===== config.mk =====
export PLATFORM = sky130hd
export DESIGN_NAME = array_list_table_engine
export DESIGN_NICKNAME = d
export VERILOG_FILES = /design/src/alte_pkg.sv /design/src/alte_ram.sv /design/src/array_list_table_engine.sv
export SDC_FILE = /design/constraint.sdc
export NUM_CORES = 2
export LEC_CHECK = 0
export ABC_AREA = 1
export BUFFER_PORTS_ARGS = -buffer_cell sky130_fd_sc_hd__buf_2
export CAP_MARGIN = 10
export CORE_ASPECT_RATIO = 2
export CORE_MARGIN = 10
export CORE_UTILIZATION = 52
export DETAILED_ROUTE_END_ITERATION = 6
export GPL_TIMING_DRIVEN = 0
export HOLD_SLACK_MARGIN = 0.05
export PLACE_DENSITY = 0.7
export SYNTH_ARGS = -nofsm -noshare
export SYNTH_HDL_FRONTEND = slang
export SYNTH_SLANG_ARGS = --single-unit

===== constraint.sdc =====
create_clock -name clock -period 17.4 [get_ports clock]
set_clock_uncertainty 0.2 [all_clocks]
set_input_delay 2.61 -clock clock [delete_from_list [all_inputs] [get_ports clock]]
set_output_delay 2.61 -clock clock [all_outputs]
set_load 0.01 [all_outputs]

===== src/alte_pkg.sv =====
package alte_pkg;

   // field widths of the request and response words
   localparam int MODE_W = 3;
   localparam int POS_W  = 7;
   localparam int DATA_W = 32;
   localparam int STAT_W = 3;
   localparam int IDX_W  = 6;

   // operation codes
   localparam logic [MODE_W-1:0] MODE_APPEND = 3'd0;
   localparam logic [MODE_W-1:0] MODE_READ   = 3'd1;
   localparam logic [MODE_W-1:0] MODE_INSERT = 3'd2;
   localparam logic [MODE_W-1:0] MODE_DELETE = 3'd3;
   localparam logic [MODE_W-1:0] MODE_SEARCH = 3'd4;

   // status codes
   localparam logic [STAT_W-1:0] STAT_OK     = 3'd0;
   localparam logic [STAT_W-1:0] STAT_FULL   = 3'd1;
   localparam logic [STAT_W-1:0] STAT_EMPTY  = 3'd2;
   localparam logic [STAT_W-1:0] STAT_BADPOS = 3'd3;
   localparam logic [STAT_W-1:0] STAT_MISS   = 3'd4;

   // walk sequencer states
   typedef enum logic [2:0] {
      S_IDLE,
      S_READ,
      S_INSERT,
      S_DELETE,
      S_SEARCH
   } state_type;

endpackage


===== src/alte_ram.sv =====
module alte_ram #(
   parameter int DEPTH = 64,
   parameter int AW    = 6
) (
   input  logic                              clock,
   input  logic                              wr_en,
   input  logic [AW-1:0]                     wr_addr,
   input  logic signed [alte_pkg::DATA_W-1:0] wr_data,
   input  logic [AW-1:0]                     rd_addr,
   output logic signed [alte_pkg::DATA_W-1:0] rd_data
);

   logic signed [alte_pkg::DATA_W-1:0] mem [DEPTH];
   logic signed [alte_pkg::DATA_W-1:0] rd_data_ff;

   // single write port
   always_ff @(posedge clock) begin
      if (wr_en) begin
         mem[wr_addr] <= wr_data;
      end
   end

   // registered read port
   always_ff @(posedge clock) begin
      rd_data_ff <= mem[rd_addr];
   end

   assign rd_data = rd_data_ff;

endmodule


===== src/array_list_table_engine.sv =====
// Ordered table of signed 32-bit words held in one single-port-write, registered-read
// memory. Append and every request that ends in an error status are handled in the
// cycle the request is taken: busy stays low and the response strobe follows in the
// next cycle, so such requests can issue back to back. Read all, search, insert and
// delete walk the memory one entry per cycle, limited by the one read port, busy being
// high throughout: read all gives one response word per cycle once the first read
// returns, search ends at the first match or the last entry, and insert at a position
// equal to the fill has no entries to move. The receiver cannot
// stall: each response word is on the rsp_ ports for exactly one cycle, marked by
// rsp_strobe, with rsp_last on the final word of a request. The memory is never
// cleared; only read data from entries below the fill count is ever used.
module array_list_table_engine #(
   parameter int DEPTH = 64
) (
   input  logic                               clock,
   input  logic                               reset,
   input  logic                               start,
   output logic                               busy,
   input  logic [alte_pkg::MODE_W-1:0]        req_mode,
   input  logic [alte_pkg::POS_W-1:0]         req_position,
   input  logic signed [alte_pkg::DATA_W-1:0] req_value,
   output logic                               rsp_strobe,
   output logic [alte_pkg::STAT_W-1:0]        rsp_status,
   output logic signed [alte_pkg::DATA_W-1:0] rsp_data,
   output logic [alte_pkg::IDX_W-1:0]         rsp_index,
   output logic                               rsp_last
);

   localparam int AW = $clog2(DEPTH);
   localparam int CW = $clog2(DEPTH + 1);
   localparam logic [CW-1:0] FULL_CNT = CW'(DEPTH);
   localparam logic [CW-1:0] ONE      = CW'(1);

   alte_pkg::state_type state_ff, state_in;

   logic [CW-1:0]                     fill_ff, fill_in;
   logic [CW-1:0]                     ptr_ff, ptr_in;
   logic [CW-1:0]                     op_pos_ff, op_pos_in;
   logic signed [alte_pkg::DATA_W-1:0] op_val_ff, op_val_in;
   logic signed [alte_pkg::DATA_W-1:0] rem_ff, rem_in;
   logic                              pend_ff, pend_in;
   logic [AW-1:0]                     pend_idx_ff, pend_idx_in;

   logic                              rsp_strobe_ff, rsp_strobe_in;
   logic [alte_pkg::STAT_W-1:0]       rsp_status_ff, rsp_status_in;
   logic signed [alte_pkg::DATA_W-1:0] rsp_data_ff, rsp_data_in;
   logic [alte_pkg::IDX_W-1:0]        rsp_index_ff, rsp_index_in;
   logic                              rsp_last_ff, rsp_last_in;

   logic                              ram_we;
   logic [AW-1:0]                     ram_waddr;
   logic signed [alte_pkg::DATA_W-1:0] ram_wdata;
   logic [AW-1:0]                     ram_raddr;
   logic signed [alte_pkg::DATA_W-1:0] ram_rdata;

   logic                              accept;
   logic                              is_full;
   logic                              is_empty;
   logic [alte_pkg::POS_W-1:0]        fill_pos;
   logic                              last_hit;
   logic                              match;

   alte_ram #(
      .DEPTH (DEPTH),
      .AW    (AW)
   ) u_ram (
      .clock   (clock),
      .wr_en   (ram_we),
      .wr_addr (ram_waddr),
      .wr_data (ram_wdata),
      .rd_addr (ram_raddr),
      .rd_data (ram_rdata)
   );

   // shared condition flags
   assign busy     = (state_ff != alte_pkg::S_IDLE);
   assign accept   = start && !busy;
   assign is_full  = (fill_ff == FULL_CNT);
   assign is_empty = (fill_ff == '0);
   assign fill_pos = alte_pkg::POS_W'(fill_ff);
   assign last_hit = ((CW'(pend_idx_ff) + ONE) == fill_ff);
   assign match    = (ram_rdata == op_val_ff);

   // next state
   always_comb begin
      state_in = state_ff;
      unique case (state_ff)
         alte_pkg::S_IDLE: begin
            if (accept) begin
               case (req_mode)
                  alte_pkg::MODE_READ: begin
                     if (!is_empty) state_in = alte_pkg::S_READ;
                  end
                  alte_pkg::MODE_INSERT: begin
                     if (!is_full && req_position <= fill_pos) state_in = alte_pkg::S_INSERT;
                  end
                  alte_pkg::MODE_DELETE: begin
                     if (!is_empty && req_position < fill_pos) state_in = alte_pkg::S_DELETE;
                  end
                  alte_pkg::MODE_SEARCH: begin
                     if (!is_empty) state_in = alte_pkg::S_SEARCH;
                  end
                  default: state_in = alte_pkg::S_IDLE;
               endcase
            end
         end
         alte_pkg::S_READ: begin
            if (pend_ff && last_hit) state_in = alte_pkg::S_IDLE;
         end
         alte_pkg::S_SEARCH: begin
            if (pend_ff && (match || last_hit)) state_in = alte_pkg::S_IDLE;
         end
         alte_pkg::S_INSERT: begin
            if (ptr_ff == op_pos_ff && !pend_ff) state_in = alte_pkg::S_IDLE;
         end
         alte_pkg::S_DELETE: begin
            if (ptr_ff == fill_ff && !pend_ff) state_in = alte_pkg::S_IDLE;
         end
      endcase
   end

   // datapath, memory access and response
   always_comb begin
      fill_in       = fill_ff;
      ptr_in        = ptr_ff;
      op_pos_in     = op_pos_ff;
      op_val_in     = op_val_ff;
      rem_in        = rem_ff;
      pend_in       = 1'b0;
      pend_idx_in   = pend_idx_ff;
      ram_we        = 1'b0;
      ram_waddr     = '0;
      ram_wdata     = req_value;
      ram_raddr     = '0;
      rsp_strobe_in = 1'b0;
      rsp_status_in = alte_pkg::STAT_OK;
      rsp_data_in   = '0;
      rsp_index_in  = '0;
      rsp_last_in   = 1'b1;

      unique case (state_ff)
         alte_pkg::S_IDLE: begin
            if (accept) begin
               rsp_strobe_in = 1'b1;
               op_val_in     = req_value;
               op_pos_in     = CW'(req_position);
               case (req_mode)
                  alte_pkg::MODE_APPEND: begin
                     if (is_full) begin
                        rsp_status_in = alte_pkg::STAT_FULL;
                     end else begin
                        ram_we    = 1'b1;
                        ram_waddr = AW'(fill_ff);
                        fill_in   = fill_ff + ONE;
                     end
                  end
                  alte_pkg::MODE_READ: begin
                     ptr_in = '0;
                     if (is_empty) rsp_status_in = alte_pkg::STAT_EMPTY;
                     else rsp_strobe_in = 1'b0;
                  end
                  alte_pkg::MODE_INSERT: begin
                     ptr_in = fill_ff;
                     priority if (is_full) rsp_status_in = alte_pkg::STAT_FULL;
                     else if (req_position > fill_pos) rsp_status_in = alte_pkg::STAT_BADPOS;
                     else rsp_strobe_in = 1'b0;
                  end
                  alte_pkg::MODE_DELETE: begin
                     ptr_in = CW'(req_position);
                     priority if (is_empty) rsp_status_in = alte_pkg::STAT_EMPTY;
                     else if (req_position >= fill_pos) rsp_status_in = alte_pkg::STAT_BADPOS;
                     else rsp_strobe_in = 1'b0;
                  end
                  alte_pkg::MODE_SEARCH: begin
                     ptr_in = '0;
                     if (is_empty) rsp_status_in = alte_pkg::STAT_EMPTY;
                     else rsp_strobe_in = 1'b0;
                  end
                  default: rsp_status_in = alte_pkg::STAT_BADPOS;
               endcase
            end
         end

         // stream entries out in order
         alte_pkg::S_READ: begin
            if (ptr_ff < fill_ff) begin
               ram_raddr   = AW'(ptr_ff);
               pend_in     = 1'b1;
               pend_idx_in = AW'(ptr_ff);
               ptr_in      = ptr_ff + ONE;
            end
            if (pend_ff) begin
               rsp_strobe_in = 1'b1;
               rsp_data_in   = ram_rdata;
               rsp_index_in  = alte_pkg::IDX_W'(pend_idx_ff);
               rsp_last_in   = last_hit;
               if (last_hit) pend_in = 1'b0;
            end
         end

         // first match wins
         alte_pkg::S_SEARCH: begin
            if (ptr_ff < fill_ff) begin
               ram_raddr   = AW'(ptr_ff);
               pend_in     = 1'b1;
               pend_idx_in = AW'(ptr_ff);
               ptr_in      = ptr_ff + ONE;
            end
            if (pend_ff) begin
               if (match) begin
                  rsp_strobe_in = 1'b1;
                  rsp_index_in  = alte_pkg::IDX_W'(pend_idx_ff);
                  pend_in       = 1'b0;
               end else if (last_hit) begin
                  rsp_strobe_in = 1'b1;
                  rsp_status_in = alte_pkg::STAT_MISS;
                  pend_in       = 1'b0;
               end
            end
         end

         // move entries up from the top, each write using the read issued before it
         alte_pkg::S_INSERT: begin
            if (pend_ff) begin
               ram_we    = 1'b1;
               ram_waddr = pend_idx_ff;
               ram_wdata = ram_rdata;
            end
            if (ptr_ff > op_pos_ff) begin
               ram_raddr   = AW'(ptr_ff - ONE);
               pend_in     = 1'b1;
               pend_idx_in = AW'(ptr_ff);
               ptr_in      = ptr_ff - ONE;
            end else if (!pend_ff) begin
               ram_we        = 1'b1;
               ram_waddr     = AW'(op_pos_ff);
               ram_wdata     = op_val_ff;
               fill_in       = fill_ff + ONE;
               rsp_strobe_in = 1'b1;
            end
         end

         // capture the removed word, then move later entries down
         alte_pkg::S_DELETE: begin
            if (pend_ff) begin
               if (CW'(pend_idx_ff) == op_pos_ff) begin
                  rem_in = ram_rdata;
               end else begin
                  ram_we    = 1'b1;
                  ram_waddr = pend_idx_ff - AW'(1);
                  ram_wdata = ram_rdata;
               end
            end
            if (ptr_ff < fill_ff) begin
               ram_raddr   = AW'(ptr_ff);
               pend_in     = 1'b1;
               pend_idx_in = AW'(ptr_ff);
               ptr_in      = ptr_ff + ONE;
            end else if (!pend_ff) begin
               fill_in       = fill_ff - ONE;
               rsp_strobe_in = 1'b1;
               rsp_data_in   = rem_ff;
               rsp_index_in  = alte_pkg::IDX_W'(op_pos_ff);
            end
         end
      endcase
   end

   // control registers
   always_ff @(posedge clock) begin
      if (reset) begin
         state_ff      <= alte_pkg::S_IDLE;
         fill_ff       <= '0;
         pend_ff       <= 1'b0;
         rsp_strobe_ff <= 1'b0;
      end else begin
         state_ff      <= state_in;
         fill_ff       <= fill_in;
         pend_ff       <= pend_in;
         rsp_strobe_ff <= rsp_strobe_in;
      end
   end

   // payload registers
   always_ff @(posedge clock) begin
      ptr_ff        <= ptr_in;
      op_pos_ff     <= op_pos_in;
      op_val_ff     <= op_val_in;
      rem_ff        <= rem_in;
      pend_idx_ff   <= pend_idx_in;
      rsp_status_ff <= rsp_status_in;
      rsp_data_ff   <= rsp_data_in;
      rsp_index_ff  <= rsp_index_in;
      rsp_last_ff   <= rsp_last_in;
   end

   assign rsp_strobe = rsp_strobe_ff;
   assign rsp_status = rsp_status_ff;
   assign rsp_data   = rsp_data_ff;
   assign rsp_index  = rsp_index_ff;
   assign rsp_last   = rsp_last_ff;

   // fill count never passes the capacity
   a_fill_range: assert property (@(posedge clock) disable iff (reset)
      fill_ff <= FULL_CNT)
      else $error("fill count above capacity");

   // no read stays in flight once the sequencer is idle
   a_idle_no_pend: assert property (@(posedge clock) disable iff (reset)
      (state_ff == alte_pkg::S_IDLE) |-> !pend_ff)
      else $error("pending read while idle");

   // fill count moves by at most one per cycle
   a_fill_step: assert property (@(posedge clock) disable iff (reset)
      !$past(reset) |-> (fill_ff == $past(fill_ff) || fill_ff == $past(fill_ff) + ONE
                         || fill_ff == $past(fill_ff) - ONE))
      else $error("fill count jumped");

   // an append is answered with a single final word in the next cycle
   a_append_resp: assert property (@(posedge clock) disable iff (reset)
      (accept && req_mode == alte_pkg::MODE_APPEND) |=> (rsp_strobe && rsp_last && !busy))
      else $error("append response missing");

endmodule


Yosys cells after proc, flatten, opt, wreduce, memory -nomap -nowiden
Memory sizes are Yosys's and may differ from the RTL's. A register that Yosys moved wholly into a read port is not among the register bits.
Cells that the tools add are included.
Widths: inputs -> output; s select.
{"block": "totals", "memories": 1, "latch_bits": 0, "in_bits": 45, "reg_bits": 138, "elab_cells": 183, "ramBits": 2048, "output_inout_bits": 44, "rom_bits": 0}
{"name": "u_ram.mem", "words": 64, "width": 32, "read_ports": 1, "rd_clocked_by_memory_dff": 1, "write_ports": 1, "line": "alte_ram.sv:13", "rtl": "logic signed [alte_pkg::DATA_W-1:0] mem [DEPTH];"}
{"block": "classes", "n_addsub": 6, "n_div": 0, "n_eq_ne": 32, "shifts": 0, "magnitude_cmp": 6, "n_reduce_logical": 27, "n_mux": 98, "mul": 0, "bitwise_logic": 0}
{"cell": "$mux 32", "n": 8}
{"cell": "$pmux 32 s2", "n": 2}
{"cell": "$mux 6", "n": 16}
{"cell": "$mux 7", "n": 10}
{"cell": "$pmux 7 s3", "n": 3}
{"cell": "$mux 3", "n": 13}
{"cell": "$pmux 6 s3", "n": 2}
{"cell": "$eq 32x32->1", "n": 1}
{"cell": "$mux 1", "n": 29}
{"cell": "$pmux 3 s4", "n": 2}
{"cell": "$pmux 6 s2", "n": 2}
{"cell": "$ne 2x2->1 const B", "n": 11}
{"cell": "$eq 7x7->1", "n": 3}
{"cell": "$pmux 3 s5", "n": 1}
{"cell": "$add 7x1->7 const B", "n": 2}
{"cell": "$gt 7x7->1", "n": 2}
{"cell": "$lt 7x7->1", "n": 2}
{"cell": "$sub 7x1->7 const B", "n": 2}
{"cell": "$eq 3x2->1 const B", "n": 4}
{"cell": "$ne 3x3->1 const B", "n": 4}
{"cell": "$mux 2", "n": 5}
{"cell": "$reduce_and 9->1", "n": 1}
{"cell": "$reduce_and 8->1", "n": 1}
{"cell": "$add 6x1->7 const B", "n": 1}
{"cell": "25 further kinds", "n": 42}

Logic depth before layout (Yosys ltp)
{"block": "logic_depth", "ltp_word": 7, "depth_mapped": 21, "ltp_nobuf": 18}

Cells and area by module
Synthesis repeated with hierarchy kept, for this count alone.
{"block": "hier_totals", "hier_cells": 7818, "area_unflattened_um2": 90845.9}
{"module": "alte_ram", "instances": 1, "cells_per_inst": 6785, "area_per_inst_um2": 82785.6, "seq_area_each_um2": 62139.6}
{"module": "array_list_table_engine", "instances": 1, "cells_per_inst": 1033, "area_per_inst_um2": 8060.2, "seq_area_each_um2": 3603.5}

Worst setup path after synthesis
No wires, ideal clock.
{"block": "synth_path", "path_kind": "input-to-reg", "from": "input port start", "to": "memory u_ram.mem[13][0] in the netlist's numbering (enable)", "arrival_ns": 6.725, "required_time_ns": 16.779, "path_stages": 10, "setup_slack_ns": 10.054, "setup_ns": 0.421, "n_path_buf": 0, "cell_sequence": "inv_1 -> nor2_1 -> nand2_1 -> inv_1 -> a21oi_1 -> o211ai_1 -> inv_1 -> nor2_1 -> nand2_1 -> nor2_1"}
{"block": "synth_via", "elab_chain_len": 5, "word_cells_on_any_way": 7, "cone_classes": "mux (6); reduce/logical (1)"}
{"item": "start, declared", "line": "array_list_table_engine.sv:17", "rtl": "input logic start,"}
{"item": "$logic_and 1x1->1 (*)", "line": "array_list_table_engine.sv:77", "rtl": "assign accept = start && !busy;"}
{"item": "$mux 1", "line": "array_list_table_engine.sv:143", "rtl": "if (accept) begin"}
{"item": "$pmux 1 s3", "line": "array_list_table_engine.sv:141", "rtl": "unique case (state_ff)"}
{"item": "$mux 1", "line": "alte_ram.sv:18", "rtl": "if (wr_en) begin"}
{"item": "$mux 1 (implied by the code)", "line": "alte_ram.sv:19", "rtl": "mem[wr_addr] <= wr_data;"}
{"item": "end, declared", "line": "alte_ram.sv:13"}
Every way passes the cells marked *; elsewhere a longest branch is shown, timed or not.

Worst setup path in the final report
{"block": "layout_path", "from": "input port start", "to": "memory u_ram.mem[60][1] in the netlist's numbering (enable)"}
The elaborated chain is that of the path after synthesis.

==> flow_summary.yaml <==
clock_network:
  clock_latency_ps: 880
  cts_setup_buffers: 0
  clk_pin_slew_ps: 70
  hold_buffers: 0
  tritoncts: "yes"
  clockBufferDepth: 4
  postCtsResizedCells: 0
  clkSinkCount: 2218
  numCtsBuffers: 193
  htree_levels: 4
  cts-root-buf: "clkbuf_16"
global_route:
  grt-ovfl-total: 0
  grt_pass1_vias: 70932
  grt_first_pass_wirelength_microns: 520000
  antenna_found_initial: 29
  grtUsageTotal_pct: 36.0
  grt_max_degree: 49
floorplan:
  die-area_sq_mm: 0.206
  start_util_pct: 52.3
  io_pins: 89
  core_area_sq_mm: 0.186
  row_count: 224
  die_h_microns: 632
  dieWidth_microns: 326
power:
  peakVddDrop_uv: 171
  p_sw_mw: 7.74
  p_int_mw: 10.7
  p_clk_share_pct: 23.4
  pwr-share-seq_pct: 36.8
  p_leak_nw: 45.0
  swShare_pct: 41.9
  comb_power_share_pct: 39.8
  powerDensity_mw_per_mm2: 165
setup_path:
  cp-startpoint: "start"
  crit-reg2reg-launch: "op_pos_ff[4]"
  crit_type: "input port to register"
  worstPathMaxFanout: 23
  path_cells: "buf_2 -> inv_1 -> nor2_4 -> nand2_1 -> inv_1 -> a21oi_1 -> o211ai_1 -> inv_1 -> nor2_1 -> nand2_1 -> nor2_4 -> buf_12"
  required_ps: 17740
  critPathMaxStageDelay_ps: 1030
  cp_slowest_cell: "nor2_4"
  crit_family: "simple AND/OR/NAND/NOR gates"
  critPathLaunchType: "input port"
  cpMostUsedCell: "inv_1"
  r2r_slack_ps: 11220
  worstRegToRegCells: 14
  cp.arrival_ps: 6590
  crit_buf_inv: 5
  r2r-end: "u_ram.rd_data[17]"
  end_kind: "register"
synth:
  synth_cell_type_count: 44
  synth.avg_cell_area_sq_um: 10.5
  syn_nets: 9385
  ys_warn_count: 0
  synth_cells: 9309
  syn_area_sq_mm: 0.0975
  ys_ff_latch: 2218
  yosysSeqAreaShare_pct: 67.4
hold_path:
  min_path_cells: 0
  hp-class: "register to register"
  holdPathEnd: "rem_ff[12]"
  min_from: "u_ram.rd_data[12]"
detailed_routing:
  routedWlPerCell_microns: 30.6
  antenna_left: 0
  finalWirelength_microns: 379000
  dr.pass1.iters: 7
  first_iter_violations: 10444
  route.vias.total: 74049
  drc_errors: 1
  vias_per_cell: 5.97
timing:
  min_period_ps: 6250
  slew_viol_final: 0
  tightest_slew_ps: 1450
  rsz0062_at_grt: "no"
  slew_headroom_pct: 3.01
  period_share_pct: 35.9
  hold_viol: 0
  holdWs_ps: 255
  final-setup-viol-count: 0
  max_freq_mhz: 160
  setup_tns_ps: 0
  worst_slack_ps: 11150
finish:
  drive_above_1_share_pct: 9.66
  area_delta_synth_final_pct: 14.7
  final_common_cell: "nand2_1"
  layout_common_cells: "nand2_1 (2279), edfxtp_1 (2132), nand3_1 (1944)"
  final_net_count: 9833
place:
  gp_congestion: 1.01
  pre_cts_ws_ps: 10530
  hpwl_microns: 273000
  io_buffers: 88
status:
  outcome: "finished, violations left"
  violations: "DRC"
run:
  drv_cap: 0
[metal layers]
metal  global-route usage (%)  part of all wire, %  up-vias
met2                     60.1                   48     5270
li1                         -                    -    31818
met5                    0.277                0.060        -
met4                     34.6                   12       22
met1                     37.1                   30    35243
met3                     7.70                   10     1696
[worst register-to-register path, stage by stage (launching register included)]
cell and delay (ps):
edfxtp_1 580, inv_1 120, ha_1 310, nand2_1 50, nor2_1 340, nand2_1 100
nand2_1 250, nand2_1 260, buf_2 320, o21ai_0 560, buf_2 670, buf_2 670
nand3_1 420, nand3_1 880, nand2_1 280
[synth_stat cells, drive strengths merged]
cell type | instances | area share (%)
a221o | 1 | 0.010
o22ai | 9 | 0.058
or2 | 13 | 0.083
o211ai | 32 | 0.25
nand4 | 12 | 0.092
and2 | 1 | 0.0064
o41ai | 1 | 0.0090
nor2 | 139 | 0.54
buf | 357 | 1.9
o2111a | 1 | 0.012
nor4 | 1 | 0.0064
nor3 | 12 | 0.062
nand3b | 290 | 2.2
nand3 | 1947 | 10
o21ai | 96 | 0.50
ha | 30 | 0.39
inv | 1593 | 6.1
o32ai | 2 | 0.018
xor2 | 12 | 0.11
nand2 | 2281 | 8.8
a211oi | 2 | 0.015
a221oi | 1 | 0.0090
xnor2 | 24 | 0.22
a31oi | 2 | 0.013
o31ai | 2 | 0.015
clkbuf | 159 | 0.61
fa | 1 | 0.021
edfxtp | 2132 | 66
dfxtp | 86 | 1.8
o311ai | 1 | 0.0090
o221ai | 32 | 0.29
a21oi | 37 | 0.19
[metrics by stage]
step | util [%] | cell area, sq um | instances | power (mW)
2_1_floorplan | - | 97500 | 9309 | 10.3
3_3_place_gp | 54.2 | 101000 | 11883 | 13.6
3_5_place_dp | 56.7 | 106000 | 12048 | 13.9
4_1_cts | 60.0 | 112000 | 12385 | 18.1
5_1_grt | 60.0 | 112000 | 12388 | 18.9
6_report | 60.0 | 112000 | 12406 | 18.5
[cell families (layout without fill, tap and decap cells)]
group           after synthesis  after routing  synth area share [%]
simple gates               4696           4696                  21.8
flops                      2218           2218                  67.4
buf+inv                    2109           2699                  8.63
compound gates              219            219                  1.39
xor+xnor                     36             36                 0.323
fa+ha+maj                    31             31                 0.406
other cells                   0             21                     0
[worst max path at each step]
stage | end | slack, ps | cells after the start
CTS | u_ram.mem[60][23] | 11400 | 10
global route | u_ram.mem[60][23] | 11100 | 12
global placement | u_ram.mem[12][24] | 4440 | 11
finish | u_ram.mem[60][1] | 11150 | 12
detailed placement | u_ram.mem[60][5] | 10530 | 12
floorplan | u_ram.mem[13][0] | 10050 | 10
[layout make-up]
class	instances	area [sq um]
Fill cell	14950	74600
Sequential cell	2218	65700
Multi-Input combinational cell	4982	24400
Inverter	1593	5980
Clock buffer	228	5080
Timing Repair Buffer	253	4020
Tap cell	2486	3110
Buffer	516	2440
Clock inverter	109	977
Antenna cell	21	52.6
[power groups by stage]
stage	combinational, mW	clock, mW	sequential, mW
4_1_cts	7.00	4.30	6.78
5_1_grt	7.61	4.50	6.80
2_1_floorplan	3.42	0	6.93
3_3_place_gp	6.38	0	7.17
6_report	7.36	4.32	6.79
3_5_place_dp	6.98	0	6.89
[registers in the layout, indices dropped and copies added, names as in the netlist, 3 cells and up]
name           cells
u_ram.mem       2048
state_ff           3
fill_ff            7
u_ram.rd_data     32
rsp_data          32
rsp_status         3
rsp_index          6
ptr_ff             7
rem_ff            32
op_val_ff         32
op_pos_ff          7
pend_idx_ff        6
Note: power is estimated with default switching activity, not from simulation.
